[src/hdl/vig36_pkg.sv]
`default_nettype none

package vig36_pkg;

    localparam int unsigned MAX_KEY_DIGITS = 16;
    localparam int unsigned SYM_COUNT      = 36;
    localparam int unsigned SYM_W          = 6;
    localparam int unsigned KEY_W          = 64;
    localparam int unsigned LEN_W          = 5;
    localparam int unsigned CFG_IDX_W      = 2;

    localparam logic [7:0] CASE_GAP = 8'h20;
    localparam logic [7:0] NEWLINE  = 8'h0A;

    typedef logic [SYM_W-1:0] t_sym;

    // register indexes on the configuration port
    localparam logic [CFG_IDX_W-1:0] REG_KEY_DIGITS = 2'd0;
    localparam logic [CFG_IDX_W-1:0] REG_KEY_LENGTH = 2'd1;
    localparam logic [CFG_IDX_W-1:0] REG_DIRECTION  = 2'd2;

    // alphabet: a A b c C d e E f g h i j k l L m n N o O p q r s S t u v w x y z X Z \n
    function automatic logic [7:0] sym_char(input t_sym idx);
        logic [7:0] c;
        case (idx)
            6'd0:    c = 8'h61; // a
            6'd1:    c = 8'h41; // A
            6'd2:    c = 8'h62; // b
            6'd3:    c = 8'h63; // c
            6'd4:    c = 8'h43; // C
            6'd5:    c = 8'h64; // d
            6'd6:    c = 8'h65; // e
            6'd7:    c = 8'h45; // E
            6'd8:    c = 8'h66; // f
            6'd9:    c = 8'h67; // g
            6'd10:   c = 8'h68; // h
            6'd11:   c = 8'h69; // i
            6'd12:   c = 8'h6A; // j
            6'd13:   c = 8'h6B; // k
            6'd14:   c = 8'h6C; // l
            6'd15:   c = 8'h4C; // L
            6'd16:   c = 8'h6D; // m
            6'd17:   c = 8'h6E; // n
            6'd18:   c = 8'h4E; // N
            6'd19:   c = 8'h6F; // o
            6'd20:   c = 8'h4F; // O
            6'd21:   c = 8'h70; // p
            6'd22:   c = 8'h71; // q
            6'd23:   c = 8'h72; // r
            6'd24:   c = 8'h73; // s
            6'd25:   c = 8'h53; // S
            6'd26:   c = 8'h74; // t
            6'd27:   c = 8'h75; // u
            6'd28:   c = 8'h76; // v
            6'd29:   c = 8'h77; // w
            6'd30:   c = 8'h78; // x
            6'd31:   c = 8'h79; // y
            6'd32:   c = 8'h7A; // z
            6'd33:   c = 8'h58; // X
            6'd34:   c = 8'h5A; // Z
            6'd35:   c = NEWLINE;
            default: c = 8'h61;
        endcase
        return c;
    endfunction

    // index of an already folded byte, zero for bytes outside the alphabet
    function automatic t_sym sym_index(input logic [7:0] c);
        t_sym idx;
        case (c)
            8'h61:   idx = 6'd0;
            8'h41:   idx = 6'd1;
            8'h62:   idx = 6'd2;
            8'h63:   idx = 6'd3;
            8'h43:   idx = 6'd4;
            8'h64:   idx = 6'd5;
            8'h65:   idx = 6'd6;
            8'h45:   idx = 6'd7;
            8'h66:   idx = 6'd8;
            8'h67:   idx = 6'd9;
            8'h68:   idx = 6'd10;
            8'h69:   idx = 6'd11;
            8'h6A:   idx = 6'd12;
            8'h6B:   idx = 6'd13;
            8'h6C:   idx = 6'd14;
            8'h4C:   idx = 6'd15;
            8'h6D:   idx = 6'd16;
            8'h6E:   idx = 6'd17;
            8'h4E:   idx = 6'd18;
            8'h6F:   idx = 6'd19;
            8'h4F:   idx = 6'd20;
            8'h70:   idx = 6'd21;
            8'h71:   idx = 6'd22;
            8'h72:   idx = 6'd23;
            8'h73:   idx = 6'd24;
            8'h53:   idx = 6'd25;
            8'h74:   idx = 6'd26;
            8'h75:   idx = 6'd27;
            8'h76:   idx = 6'd28;
            8'h77:   idx = 6'd29;
            8'h78:   idx = 6'd30;
            8'h79:   idx = 6'd31;
            8'h7A:   idx = 6'd32;
            8'h58:   idx = 6'd33;
            8'h5A:   idx = 6'd34;
            NEWLINE: idx = 6'd35;
            default: idx = 6'd0;
        endcase
        return idx;
    endfunction

endpackage

`default_nettype wire

[src/hdl/vig36_map.sv]
`default_nettype none

// filters one byte, maps it to its symbol, shifts by the key digit, maps back
module vig36_map (
    input  wire logic [7:0] i_byte,
    input  wire logic [3:0] i_digit,
    input  wire logic       i_encrypt,
    output logic            o_keep,
    output logic [7:0]      o_byte
);

    logic                 upper;
    logic                 lower;
    logic                 own_upper;
    logic [7:0]           folded;
    vig36_pkg::t_sym      idx;
    vig36_pkg::t_sym      digit;
    vig36_pkg::t_sym      sum;
    vig36_pkg::t_sym      shifted;

    always_comb begin
        upper = (i_byte >= 8'h41) && (i_byte <= 8'h5A);
        lower = (i_byte >= 8'h61) && (i_byte <= 8'h7A);
        case (i_byte) inside
            8'h41, 8'h43, 8'h45, 8'h4C, 8'h4E, 8'h4F, 8'h53, 8'h58, 8'h5A: own_upper = 1'b1;
            default: own_upper = 1'b0;
        endcase
    end

    assign o_keep = upper || lower || (!i_encrypt && (i_byte == vig36_pkg::NEWLINE));
    assign folded = (upper && !own_upper) ? i_byte + vig36_pkg::CASE_GAP : i_byte;
    assign idx    = vig36_pkg::sym_index(folded);
    assign digit  = {2'b00, i_digit};
    assign sum    = idx + digit;

    // modulo 36 with a single correction each way
    always_comb begin
        if (i_encrypt) begin
            shifted = (sum >= vig36_pkg::SYM_W'(vig36_pkg::SYM_COUNT))
                    ? sum - vig36_pkg::SYM_W'(vig36_pkg::SYM_COUNT) : sum;
        end else begin
            shifted = (idx >= digit) ? idx - digit
                    : idx + vig36_pkg::SYM_W'(vig36_pkg::SYM_COUNT) - digit;
        end
    end

    assign o_byte = vig36_pkg::sym_char(shifted);

endmodule

`default_nettype wire

[src/hdl/vigenere_36_symbol_cipher.sv]
`default_nettype none

// channel   direction  handshake                  payload
// input     in         i_in_valid / o_in_ready    i_in_byte[7:0]
// output    out        o_out_valid / i_out_ready  o_out_byte[7:0]
// config    in         i_cfg_we (no wait)         i_cfg_index[1:0], i_cfg_data[63:0]
//
// one item per clock while the result register is free; a result appears in the cycle after its item is taken
// the single result register is the only register on the path; the map is one combinational pass
// items outside the alphabet are dropped with no result and no key advance
// synchronous active-low reset clears the key position and the result valid flag, and
// loads key digits 0, key length 1, encrypt
// a stalled result holds; a new item is taken in the same cycle the old one leaves
module vigenere_36_symbol_cipher #(
    parameter int unsigned MAX_KEY_DIGITS = vig36_pkg::MAX_KEY_DIGITS
) (
    input  wire logic                               i_clk,
    input  wire logic                               i_rst_n,
    // input channel
    input  wire logic                               i_in_valid,
    output logic                                    o_in_ready,
    input  wire logic [7:0]                         i_in_byte,
    // output channel
    output logic                                    o_out_valid,
    input  wire logic                               i_out_ready,
    output logic [7:0]                              o_out_byte,
    // configuration writes
    input  wire logic                               i_cfg_we,
    input  wire logic [vig36_pkg::CFG_IDX_W-1:0]    i_cfg_index,
    input  wire logic [vig36_pkg::KEY_W-1:0]        i_cfg_data
);

    // position never reaches the digit count, so this many bits suffice
    localparam int unsigned POS_W = (MAX_KEY_DIGITS > 1) ? $clog2(MAX_KEY_DIGITS) : 1;
    localparam int unsigned LEN_W = vig36_pkg::LEN_W;

    logic [vig36_pkg::KEY_W-1:0] r_key_digits;
    logic [LEN_W-1:0]            r_key_length;
    logic                        r_direction;
    logic [POS_W-1:0]            r_pos;
    logic [POS_W-1:0]            n_pos;
    logic                        r_out_valid;
    logic                        n_out_valid;
    logic [7:0]                  r_out_byte;

    logic                        in_accept;
    logic                        out_accept;
    logic [3:0]                  digit;
    logic                        keep;
    logic [7:0]                  map_byte;
    logic [LEN_W-1:0]            eff_len;
    logic [LEN_W-1:0]            next_pos;

    // result register frees up when empty or being drained this cycle
    assign o_in_ready = !r_out_valid || i_out_ready;
    assign in_accept  = i_in_valid && o_in_ready;
    assign out_accept = r_out_valid && i_out_ready;

    // current key digit, four bits per position
    assign digit = r_key_digits[{r_pos, 2'b00} +: 4];

    vig36_map u_map (
        .i_byte    (i_in_byte),
        .i_digit   (digit),
        .i_encrypt (r_direction),
        .o_keep    (keep),
        .o_byte    (map_byte)
    );

    // zero length acts as one, anything above the digit count is clamped
    always_comb begin
        if (r_key_length == '0) begin
            eff_len = LEN_W'(1);
        end else if (r_key_length > LEN_W'(MAX_KEY_DIGITS)) begin
            eff_len = LEN_W'(MAX_KEY_DIGITS);
        end else begin
            eff_len = r_key_length;
        end
    end

    assign next_pos = LEN_W'(r_pos) + LEN_W'(1);

    always_comb begin
        n_pos       = r_pos;
        n_out_valid = r_out_valid;
        if (out_accept) begin
            n_out_valid = 1'b0;
        end
        if (in_accept && keep) begin
            n_out_valid = 1'b1;
            // wrap also catches a position left beyond a shortened key
            n_pos = (next_pos >= eff_len) ? '0 : next_pos[POS_W-1:0];
        end
    end

    always_ff @(posedge i_clk) begin
        if (!i_rst_n) begin
            r_key_digits <= '0;
            r_key_length <= LEN_W'(1);
            r_direction  <= 1'b1;
            r_pos        <= '0;
            r_out_valid  <= 1'b0;
        end else begin
            r_pos       <= n_pos;
            r_out_valid <= n_out_valid;
            if (i_cfg_we) begin
                unique case (i_cfg_index)
                    vig36_pkg::REG_KEY_DIGITS: r_key_digits <= i_cfg_data;
                    vig36_pkg::REG_KEY_LENGTH: r_key_length <= i_cfg_data[LEN_W-1:0];
                    vig36_pkg::REG_DIRECTION:  r_direction  <= i_cfg_data[0];
                    default: ;  // unknown index, write ignored
                endcase
            end
        end
    end

    // payload register, loaded only with kept items
    always_ff @(posedge i_clk) begin
        if (in_accept && keep) begin
            r_out_byte <= map_byte;
        end
    end

    assign o_out_valid = r_out_valid;
    assign o_out_byte  = r_out_byte;

`ifndef SYNTHESIS
    // a dropped item must not move the key position
    a_drop_keeps_pos: assert property (@(posedge i_clk) disable iff (!i_rst_n)
        (in_accept && !keep && !out_accept) |=> (r_pos == $past(r_pos)))
        else $error("key position moved on a dropped item");

    // a result only appears after an item was taken
    a_valid_from_accept: assert property (@(posedge i_clk) disable iff (!i_rst_n)
        $rose(r_out_valid) |-> $past(in_accept && keep))
        else $error("result appeared without an accepted item");

    // key position stays inside the digit store
    a_pos_range: assert property (@(posedge i_clk) disable iff (!i_rst_n)
        (LEN_W'(r_pos) < LEN_W'(MAX_KEY_DIGITS)))
        else $error("key position out of range");

    // every result is a letter or a newline
    a_out_symbol: assert property (@(posedge i_clk) disable iff (!i_rst_n)
        r_out_valid |-> ((r_out_byte >= 8'h61 && r_out_byte <= 8'h7A)
                      || (r_out_byte >= 8'h41 && r_out_byte <= 8'h5A)
                      || (r_out_byte == vig36_pkg::NEWLINE)))
        else $error("result is not an alphabet symbol");
`endif

endmodule

`default_nettype wire
[config.mk]
export PLATFORM = sky130hd
export DESIGN_NAME = vigenere_36_symbol_cipher
export DESIGN_NICKNAME = d
export VERILOG_FILES = /design/src/hdl/vig36_pkg.sv /design/src/hdl/vig36_map.sv /design/src/hdl/vigenere_36_symbol_cipher.sv
export SDC_FILE = /design/constraint.sdc
export NUM_CORES = 1
export LEC_CHECK = 0
export BUFFER_PORTS_ARGS = -buffer_cell sky130_fd_sc_hd__buf_2
export CORE_ASPECT_RATIO = 1.75
export CORE_MARGIN = 2
export CORE_UTILIZATION = 30
export CTS_CLUSTER_DIAMETER = 200
export CTS_CLUSTER_SIZE = 25
export DETAILED_ROUTE_END_ITERATION = 7
export PLACE_DENSITY_LB_ADDON = 0.1
export SLEW_MARGIN = 5
export SYNTH_ARGS = -nofsm -noshare
export SYNTH_HDL_FRONTEND = slang
export SYNTH_SLANG_ARGS = --single-unit
[constraint.sdc]
create_clock -name i_clk -period 6.9 [get_ports i_clk]
set_input_delay 1.38 -clock i_clk [delete_from_list [all_inputs] [get_ports i_clk]]
set_output_delay 1.38 -clock i_clk [all_outputs]
set_load 0.03 [all_outputs]
-- Word level (Yosys, flattened, before mapping)
Memory sizes are Yosys's and may differ from the RTL's. A register that Yosys moved wholly into a read port is not among the register bits.
Index checks and enable logic that the tools add are counted.
- logic and storage cells: 67
- memories: 2
- memory bits (writable): 0
- register bits: 83
- output and inout port bits: 10
- latch bits: 0
- bits in read-only memories: 1216
- input bits: 79
- memories (name ; depth ; bits a word ; rd ports ; clocked after memory_dff ; write ports ; line ; source):
    (no name shown) ; 128 ; 6 ; 1 ; 0 ; 0 ; vig36_pkg.sv:70 ; case (c)
    (no name shown) ; 64 ; 7 ; 1 ; 1 ; 0 ; vig36_pkg.sv:25 ; case (idx)
- $add $sub $neg: 7
- reductions and logical operators: 20
- bitwise operators: 0
- muxes and demuxes: 11
- magnitude comparators: 8
- $mul: 0
- shift-type cells: 1
- divide/modulo/power cells: 0
- eq/ne operators: 12
- operators by type and width (operator ; count):
    8-bit by 7-bit == test with 1-bit output, second input constant ; 9
    64-bit by 7-bit indexed part select with 4-bit output ; 1
    6-bit 2-to-1 mux ; 4
    8-bit by 7-bit >= comparator with 1-bit output, second input constant ; 2
    8-bit by 7-bit less-or-equal comparator with 1-bit output, second input constant ; 2
    6-bit by 4-bit subtractor with 6-bit output ; 2
    5-bit 2-to-1 mux ; 2
    9-bit OR reduction ; 1
    8-bit by 6-bit adder with 8-bit output, second input constant ; 1
    8-bit by 4-bit == test with 1-bit output, second input constant ; 1
    8-bit 2-to-1 mux ; 1
    1-bit logical AND ; 7
    6-bit by 4-bit adder with 6-bit output ; 1
    6-bit adder, second input constant ; 1
    6-bit by 4-bit >= comparator with 1-bit output ; 1
    6-bit >= comparator, second input constant ; 1
    2-bit AND reduction ; 3
    6-bit subtractor, second input constant ; 1
    4-bit by 1-bit adder with 5-bit output, second input constant ; 1
    5-bit >= comparator ; 1
    5-bit > comparator, second input constant ; 1
    5-bit zero test ; 1
    4-bit 2-to-1 mux ; 1
    1-bit zero test ; 3
    other kinds (6) ; 10

-- Longest topological paths before layout
Gate-level depths: netlist of the first run.
An unclocked memory read counts as a cell.
- word-level depth: 12
- depth in mapped cells: 28
- gate-level depth less buffers: 27

-- Hierarchy
From an unflattened synthesis of the first run, not the netlist that was laid out.
- cells, all modules: 702
- area, all modules: 5716.7 µm²
- modules (own cells, without submodules) (module ; times used ; area an instance (µm²) ; cells an instance ; seq. area each (µm²)):
    vigenere_36_symbol_cipher ; 1 ; 3544.6 ; 395 ; 1741.7
    vig36_map ; 1 ; 2172.1 ; 307 ; 0.0

-- Worst setup path after synthesis of the first run
OpenSTA, ideal clock, no wires.
- path kind: input-to-reg
- from: in i_in_byte[1]
- to: reg r_out_byte[5], in the netlist o_out_byte[5], data pin
- buffers on the path: 3
- setup slack: 0.017 ns
- arrival: 6.627 ns
- data required time: 6.644 ns
- cell stages on the path: 26
- setup time: 0.256 ns
- cells stage by stage: clkbuf_1 > inv_1 > ha_1 > or3b_4 > a2111oi_4 > nor4_4 > a21oi_1 > a211oi_1 > o21ai_0 > inv_1 > ha_1 > clkbuf_1 > inv_1 > a21oi_1 > xnor2_1 > ha_1 > nand2_1 > o21ai_0 > nor2_1 > mux2i_2 > o221ai_2 > or4_1 > buf_2 > a211oi_1 > a211oi_1 > o22a_1
- cells in the longest elaborated chain, start to end: 12
- elaborated cells between the ends (all ways): 38
- classes of those cells: add/sub (6); order compare (6); eq/ne (10); mux (6); reduce/logical (9); memory (1)
- ends and longest elaborated chain (what ; line ; source):
    start: declaration ; vigenere_36_symbol_cipher.sv:22 ; input wire logic [7:0] i_in_byte,
    8-bit by 7-bit == test with 1-bit output (no line) ; n/a ;
    9-bit OR reduction ; vig36_map.sv:24 ; case (i_byte) inside
    1-bit 2-to-1 mux ; vig36_map.sv:24 ;
    1-bit zero test ; vig36_map.sv:31 ; assign folded = (upper && !own_upper) ? i_byte + vig36_pkg::CASE_GAP : i_byte;
    1-bit logical AND ; vig36_map.sv:31 ;
    8-bit 2-to-1 mux ; vig36_map.sv:31 ;
    memory 128 x 6 bit ; n/a ;
    6-bit 2-to-1 mux ; vig36_pkg.sv:70 ;
    6-bit adder / 6-bit by 4-bit adder with 6-bit output (equally long branches) ; vig36_map.sv:43, vig36_map.sv:34 ;
    6-bit by 4-bit subtractor with 6-bit output (tied with other cells) ; vig36_map.sv:43 ; : idx + vig36_pkg::SYM_W'(vig36_pkg::SYM_COUNT) - digit;
    6-bit 2-to-1 mux, on equally long branches ; vig36_map.sv:42, vig36_map.sv:40 ;
    6-bit 2-to-1 mux ; vig36_map.sv:38 ; if (i_encrypt) begin
    end: declaration ; vigenere_36_symbol_cipher.sv:44 ; logic [7:0] r_out_byte;
Several ways; a longest one is shown, not always the timed one.
A chain may end at the register's enable or synchronous reset.

-- Worst setup path after layout of the first run
Ends and elaborated chain as after synthesis.

==> parameters.txt, run 1 <==
Parameter                              Value

Run status
  Run status    finished clean

Cells and area
  Post-layout net count    914
  Share of final-layout standard cells stronger than drive strength 1    22.9%
  Post-Route Utilization    35.9%
  Number of filler cells placed in the layout    2,103
  Commonest non-fill, non-tap cells in the layout    156 x sky130_fd_sc_hd__nand2_1, 87 x sky130_fd_sc_hd__buf_2, 75 x sky130_fd_sc_hd__dfxtp_1
  Area occupied by registers    1710 um^2
  Most frequent standard cell in the layout excluding fill and tap cells    sky130_fd_sc_hd__nand2_1
  Inserted Diodes    0
  Area occupied by multi-input gates    3970 um^2
  Growth of design area from synthesis to finish    17.9%

Timing
  Worst clock skew    0.0170 ns
  Fin crit period    6.52 ns
  Setup TNS    0 ns
  Max-slew violation count    0
  F_max    153 MHz
  Minimum setup slack in the final design    0.377 ns
  Final period util    94.5%
  Slew of the pin with the lowest slew margin    1.15 ns
  Number of failing hold endpoints at the final stage    0
  Setup violation total in the final timing report    0
  RSZ-0062 raised after global routing    no
  Max-slew headroom at the worst pin    23.3%

Power and ir drop
  Leakage power figure    2.80 nW
  Total power    1.29 mW
  Total power divided by cell area    183 nW/um^2
  Worst vdd rail ir drop    0.000164 V

Place
  Buffers added on ports    87
  Final HPWL DP    13,200 um
  Pre-CTS WS    -0.00654 ns
  Final weighted congestion in routability-driven placement    0.878

CTS
  Maximum clock insertion buffer count    2
  Cell chosen for the clock root    sky130_fd_sc_hd__clkbuf_16
  # clock sinks    82
  TritonCTS clock tree    yes
  Clk_lat worst skew    0.36 ns
  CTS HTree Levels    3
  Clock transition at the registers of the reported paths    0.06 ns
  CTS buffer count    9
  CTS Hold Buffers Added    0

Setup path
  Critical Path Start Type    input port
  Data required time of the critical path    7.00 ns
  Worst setup path end    o_out_byte[5]
  FF-to-FF setup slack    1.50 ns
  Terminus of the critical flop-to-flop path    o_out_byte[5]
  Capturing element type of the critical path    register
  Origin of the worst setup path    i_in_byte[1]
  Max FO, Critical Path    7
  Critical path class    in2reg
  Data arrival, critical path    6.63 ns
  Crit Reg-Reg Startpoint    r_pos[1]
  Number of cells traversed by the worst register-to-register path    16

Global route
  Antenna violations before repair    0
  Total grt overflow    0
  Wire length of the first global-routing pass    27,800 um
  Via count of the first global-routing pass    5,503
  Maximum number of pins on one net before global-route repair    76
  Global-route total usage across every layer    16.4%

Routing
  DRC    0
  Count of TritonRoute iterations in the first routing pass    4
  Wire length after detailed routing    16,900 um
  Number of vias per cell after detailed routing    5.16
  WL per Instance    16.3 um
  Remaining antenna violation count after routing    0
  Vias after detailed routing    5,350
  Iteration-0 DRC count of the detailed router    159

Yosys
  Warnings, synthesis    0
  Post-Syn Nets    829
  Number of distinct library cells after synthesis    81
  Number of enable-type register cells in the synthesized netlist    7
  Post-Synthesis Cell Area    6010 um^2
  Gate Count Post-Synth    705
  Count of state elements after synthesis    82
  Fraction of the yosys area taken by sequential cells    28.5%
  Post-synth top flop    sky130_fd_sc_hd__dfxtp_1
  Average instance area after synthesis    8.53 um^2
  Post-synth ARST share    0%

Floorplan
  Standard cell core area    19,700 um^2
  Die W    111 um
  Die Y    191 um
  Die Footprint    21,200 um^2
  Site row count    68
  Number of primary I/O pins    89
  Initial cell density of the core    30.5%

Min path
  Class of the tightest hold or removal check    reg2reg

Flow run
  Max_cap viols    0
repair_timing:
item	CTS	global route
endpoints found under the setup margin	0	6
hold endpoints to repair	0	0
gates resized for setup	0	5
buffers inserted	0	0
worst max-delay path: stages:
cell	delay, ns
sky130_fd_sc_hd__buf_2	0.13
sky130_fd_sc_hd__inv_1	0.11
sky130_fd_sc_hd__ha_1	0.22
sky130_fd_sc_hd__buf_4	0.16
sky130_fd_sc_hd__or2b_1	0.25
sky130_fd_sc_hd__a2111oi_4	0.50
sky130_fd_sc_hd__o41ai_2	0.21
sky130_fd_sc_hd__o22ai_1	0.22
sky130_fd_sc_hd__nand2_1	0.07
sky130_fd_sc_hd__nand2_1	0.12
sky130_fd_sc_hd__inv_1	0.05
sky130_fd_sc_hd__ha_1	0.22
sky130_fd_sc_hd__fa_1	0.41
sky130_fd_sc_hd__xnor2_1	0.33
sky130_fd_sc_hd__inv_1	0.11
sky130_fd_sc_hd__ha_1	0.24
sky130_fd_sc_hd__o21ai_1	0.15
sky130_fd_sc_hd__nor2_1	0.11
sky130_fd_sc_hd__mux2i_2	0.20
sky130_fd_sc_hd__o221ai_2	0.15
sky130_fd_sc_hd__or4_1	0.68
sky130_fd_sc_hd__a211oi_1	0.31
sky130_fd_sc_hd__a211oi_1	0.11
sky130_fd_sc_hd__o22a_1	0.20
sequential cells by signal (all words and copies together), names as in the netlist:
signal	cells
o_out_valid	1
r_pos	4
r_direction	1
r_key_digits	64
o_out_byte	7
r_key_length	5
synth_stat cells, types with 4 or more instances:
master | instances | share of area [%]
sky130_fd_sc_hd__mux2_2 | 5 | 0.94
sky130_fd_sc_hd__nand3_1 | 10 | 0.83
sky130_fd_sc_hd__a21boi_0 | 66 | 8.2
sky130_fd_sc_hd__nor2_1 | 19 | 1.2
sky130_fd_sc_hd__a31oi_1 | 7 | 0.73
sky130_fd_sc_hd__buf_2 | 7 | 0.58
sky130_fd_sc_hd__nor3_1 | 11 | 0.92
sky130_fd_sc_hd__nor3b_1 | 6 | 0.75
sky130_fd_sc_hd__edfxtp_1 | 7 | 3.5
sky130_fd_sc_hd__nand2_1 | 156 | 9.7
sky130_fd_sc_hd__nor4_1 | 4 | 0.42
sky130_fd_sc_hd__mux2i_1 | 13 | 2.2
sky130_fd_sc_hd__mux4_2 | 20 | 7.5
sky130_fd_sc_hd__inv_1 | 32 | 2.0
sky130_fd_sc_hd__a211oi_1 | 6 | 0.75
sky130_fd_sc_hd__o211ai_1 | 4 | 0.50
sky130_fd_sc_hd__fa_1 | 4 | 1.3
sky130_fd_sc_hd__xnor2_1 | 10 | 1.5
sky130_fd_sc_hd__o22ai_1 | 7 | 0.73
sky130_fd_sc_hd__clkbuf_1 | 30 | 1.9
sky130_fd_sc_hd__dfxtp_1 | 75 | 25
sky130_fd_sc_hd__ha_1 | 41 | 8.5
sky130_fd_sc_hd__o21ai_0 | 22 | 1.8
sky130_fd_sc_hd__buf_1 | 5 | 0.31
sky130_fd_sc_hd__nand2b_1 | 9 | 0.94
sky130_fd_sc_hd__a21oi_1 | 24 | 2.0
sky130_fd_sc_hd__a21o_1 | 6 | 0.75
sky130_fd_sc_hd__nand4_1 | 4 | 0.42
sky130_fd_sc_hd__nor2b_1 | 12 | 1.2
final cells by class:
cell class                      count  share of cell area (%)
Inverter                           34                    1.87
Clock buffer                       10                    3.37
Sequential cell                    82                    24.1
Clock inverter                      3                   0.600
Timing Repair Buffer              121                    9.74
Multi-Input combinational cell    542                    56.0
Tap cell                          245                    4.32
logic make-up (layout without fill, tap and decap cells):
| family | Yosys count | count (layout) | share of synthesized area [%] |
|---|---|---|---|
| buf+inv | 81 | 168 | 5.78 |
| xor+xnor | 12 | 12 | 1.75 |
| mux | 41 | 41 | 11.3 |
| simple gates | 260 | 260 | 20.7 |
| compound gates | 183 | 183 | 22.1 |
| fa+ha+maj | 45 | 45 | 9.86 |
| flops | 82 | 82 | 28.5 |
| other cells | 1 | 1 | 0.0623 |
layer usage:
layer	vias to the layer above	routed length (um)	track usage [%]
li1	2665	-	-
met1	2526	6540	17.2
met2	121	9090	30.9
met3	38	507	2.41
met4	0	721	9.16
met5	-	0	0
power breakdown:
| part | internal (mW) | total [mW] | switching, mW |
|---|---|---|---|
| registers | 0.499 | 0.507 | 0.00811 |
| clock network | 0.284 | 0.480 | 0.196 |
| logic | 0.134 | 0.307 | 0.173 |
| total | 0.916 | 1.29 | 0.378 |
per-stage QoR:
stage | hold slack, ns | area (um^2) | std cells
5_1_grt | 0.483 | 7090 | 1037
2_1_floorplan | 0.440 | 6010 | 705
3_3_place_gp | 0.456 | 6800 | 1024
3_5_place_dp | 0.460 | 6800 | 1024
4_1_cts | 0.468 | 7080 | 1037
6_report | 0.464 | 7090 | 1037
worst min-delay path by stage:
stage | start | end | cells after the start
2_1_floorplan | r_key_digits[10] | r_key_digits[10] | 2
3_3_place_gp | r_key_digits[41] | r_key_digits[41] | 2
3_5_place_dp | r_key_digits[24] | r_key_digits[24] | 2
4_1_cts | r_key_digits[24] | r_key_digits[24] | 2
5_1_grt | r_key_digits[36] | r_key_digits[36] | 2
6_report | r_key_digits[24] | r_key_digits[24] | 2
(Power assumes the default switching activity.)
==> inputs of run 2 (changes only) <==
CELL_PAD_IN_SITES_DETAIL_PLACEMENT = 0   (was default)
CELL_PAD_IN_SITES_GLOBAL_PLACEMENT = 2   (was default)
CTS_BUF_LIST = sky130_fd_sc_hd__clkbuf_8   (was default)
CTS_CLUSTER_SIZE = default   (was 25)
==> run 2 against run 1 <==
Effect of this change:
- critical path depth rose by 1
- largest cell class unchanged
- sequential share of layout area fell by 0.44 points
- final area rose by 1.9%
- highest routed layer unchanged
- global-route usage rose by 0.97 points
- largest power group unchanged
- sequential power barely moved
- non-clock buffer count rose by 20
==> parameters.txt, run 2 (same netlist as run 1, synthesis figures left out) <==
Parameter                              Value

Place
  Final HPWL DP    14,000 um (+5.8%)
  Buffers added on ports    87 (unchanged)
  Placed instance area    6960 um^2 (+2.4%)
  Final weighted congestion in routability-driven placement    0.838 (-4.6%)

Setup path
  Capturing element type of the critical path    register
  Slowest CP cell    sky130_fd_sc_hd__a2111oi_4
  Critical path class    in2reg
  Top delay family on crit path    compound AO/OA/AOI/OAI gates
  Data required time of the critical path    6.99 ns (about the same)
  CP bufs+invs    6 (+1)
  Data arrival, critical path    6.57 ns (-0.06 ns)
  Critical Path Start Type    input port
  Max FO, Critical Path    14 (+7)
  Largest stage delay, worst path    0.53 ns (-0.15 ns)

Floorplan
  Number of primary I/O pins    89 (unchanged)
  Site row count    68 (unchanged)
  Die Footprint    21,200 um^2 (unchanged)
  Die W    111 um (unchanged)
  Initial cell density of the core    30.5% (unchanged)
  Standard cell core area    19,700 um^2 (unchanged)
  Die Y    191 um (unchanged)

Timing
  Worst clock skew    0.00698 ns (-0.0100 ns)
  Max-slew headroom at the worst pin    24.8% (+1.6 points)
  Number of failing hold endpoints at the final stage    0 (unchanged)
  Slew of the pin with the lowest slew margin    1.13 ns (-0.0237 ns)
  Setup violation total in the final timing report    0 (unchanged)
  Final period util    93.9% (-0.62 points)
  Max-slew violation count    0 (unchanged)
  F_max    154 MHz (+0.66%)
  RSZ-0062 raised after global routing    no
  Fin crit period    6.48 ns (-0.0426 ns)

CTS
  # clock sinks    82 (unchanged)
  Cell chosen for the clock root    sky130_fd_sc_hd__clkbuf_8
  CTS HTree Levels    3 (unchanged)
  Clk_lat worst skew    0.36 ns (about the same)
  CTS buffer count    9 (unchanged)
  Number of buffers inserted by post-CTS setup repair    0 (unchanged)
  Maximum clock insertion buffer count    2 (unchanged)
  Clock transition at the registers of the reported paths    0.08 ns (+0.02 ns)
  TritonCTS clock tree    yes

Cells and area
  Summed area of non-filler cells in the final layout    7220 um^2 (+1.9%)
  Flip-flop count of the largest register, all copies and words added    64 (unchanged)
  Post-Route Utilization    36.6% (+0.67 points)
  Register with the most flip-flops    r_key_digits
  Growth of design area from synthesis to finish    20.1%
  Inserted Diodes    0 (unchanged)
  Post-layout net count    934 (+2.2%)
  Commonest non-fill, non-tap cells in the layout    156 x sky130_fd_sc_hd__nand2_1, 87 x sky130_fd_sc_hd__buf_2, 75 x sky130_fd_sc_hd__dfxtp_1
  Most frequent standard cell in the layout excluding fill and tap cells    sky130_fd_sc_hd__nand2_1
  Share of final-layout standard cells stronger than drive strength 1    24.9% (+2.1 points)

Global route
  Maximum number of pins on one net before global-route repair    76 (unchanged)
  Antenna violations before repair    0 (unchanged)
  Wire length of the first global-routing pass    29,400 um (+5.9%)
  Via count of the first global-routing pass    5,754 (+4.6%)
  Total grt overflow    0 (unchanged)
  Global-route total usage across every layer    17.3% (+0.97 points)

Power and ir drop
  Proportion of total power due to net switching    30.3% (+1.1 points)
  Internal Power    0.843 mW (-8.0%)
  Net switching power    0.367 mW (-3.0%)
  Flop pwr share    41.9% (+2.7 points)
  Total power    1.21 mW (-6.5%)
  Total power divided by cell area    168 nW/um^2 (-8.2%)
  Combinational power share    26.4% (+2.7 points)
  Leakage power figure    2.87 nW (+2.5%)
  Clock Power Share    31.7% (-5.4 points)
  Worst vdd rail ir drop    0.000157 V (-4.3%)

Routing
  Vias after detailed routing    5,431 (+1.5%)
  WL per Instance    16.6 um (+2.3%)
  Count of TritonRoute iterations in the first routing pass    5 (+1)
  Iteration-0 DRC count of the detailed router    184 (+16%)
  DRC    0 (unchanged)
  Number of vias per cell after detailed routing    5.12 (-0.69%)
  Wire length after detailed routing    17,600 um (+4.6%)
  Remaining antenna violation count after routing    0 (unchanged)

Flow run
  Max_cap viols    0 (unchanged)

Run status
  Run status    finished clean

Min path
  Class of the tightest hold or removal check    reg2reg
[run 2: path summary, 6_finish.rpt]
| kind | from | to | depth (start not counted) | slack [ns] |
|---|---|---|---|---|
| max | i_in_byte[1] | o_out_byte[3] | 25 | 0.42 |
| min | r_key_digits[38] | r_key_digits[38] | 2 | 0.47 |
| max reg2reg | r_pos[1] | o_out_byte[3] | 17 | 1.51 |
| min reg2reg | r_key_digits[38] | r_key_digits[38] | 2 | 0.47 |
[run 2: final cells by class]
| type | count | area (um^2) |
|---|---|---|
| multi-input combinational | 542 | 4000 |
| clock inverter | 7 | 92.6 |
| timing repair buffer | 141 | 853 |
| sequential | 82 | 1710 |
| fill | 2139 | 12500 |
| tap | 245 | 307 |
| clock buffer | 9 | 124 |
| inverter | 34 | 133 |
[run 2: repair_timing]
action                     4_1_cts  5_1_grt
hold buffers                     0        0
setup endpoints to repair        0        7
gates resized for setup          0        6
hold endpoints to repair         0        0
[run 2: worst register-to-register path: stages (launching register included)]
cell and delay, ns:
sky130_fd_sc_hd__dfxtp_1 0.92, sky130_fd_sc_hd__buf_4 0.26, sky130_fd_sc_hd__mux4_2 0.29, sky130_fd_sc_hd__mux4_2 0.54, sky130_fd_sc_hd__ha_1 0.32, sky130_fd_sc_hd__buf_4 0.16, sky130_fd_sc_hd__a211o_1 0.26, sky130_fd_sc_hd__a31oi_1 0.31
sky130_fd_sc_hd__a2111oi_0 0.10, sky130_fd_sc_hd__mux2_2 0.34, sky130_fd_sc_hd__or3_1 0.35, sky130_fd_sc_hd__and3b_1 0.19, sky130_fd_sc_hd__nor3_2 0.26, sky130_fd_sc_hd__buf_4 0.26, sky130_fd_sc_hd__ha_1 0.17, sky130_fd_sc_hd__nand2_1 0.05
sky130_fd_sc_hd__a32oi_1 0.21, sky130_fd_sc_hd__o22ai_1 0.12
[run 2: metal layers]
metal | track usage, % | wire length [um] | vias up
met2 | 33.9 | 9890 | 122
met5 | 0 | 0 | -
met3 | 2.16 | 496 | 30
met1 | 18.8 | 6760 | 2572
met4 | 6.46 | 488 | 0
li1 | - | - | 2707
[run 2: through the flow]
stage,hold slack (ns),setup slack [ns],instances,setup TNS [ns]
3_5_place_dp,0.462,-0.293,1044,-0.979
6_report,0.468,0.420,1060,0
5_1_grt,0.491,0.0517,1060,0
2_1_floorplan,0.440,0.0171,705,0
3_3_place_gp,0.451,-0.105,1044,-0.193
4_1_cts,0.473,0.0963,1060,0
[run 2: power groups by stage]
stage / Combinational (mW) / Sequential (mW) / Clock [mW]
floorplan: 0.205 / 0.519 / 0
global placement: 0.319 / 0.517 / 0
detailed placement: 0.319 / 0.518 / 0
CTS: 0.320 / 0.507 / 0.400
global route: 0.358 / 0.508 / 0.417
finish: 0.320 / 0.506 / 0.384
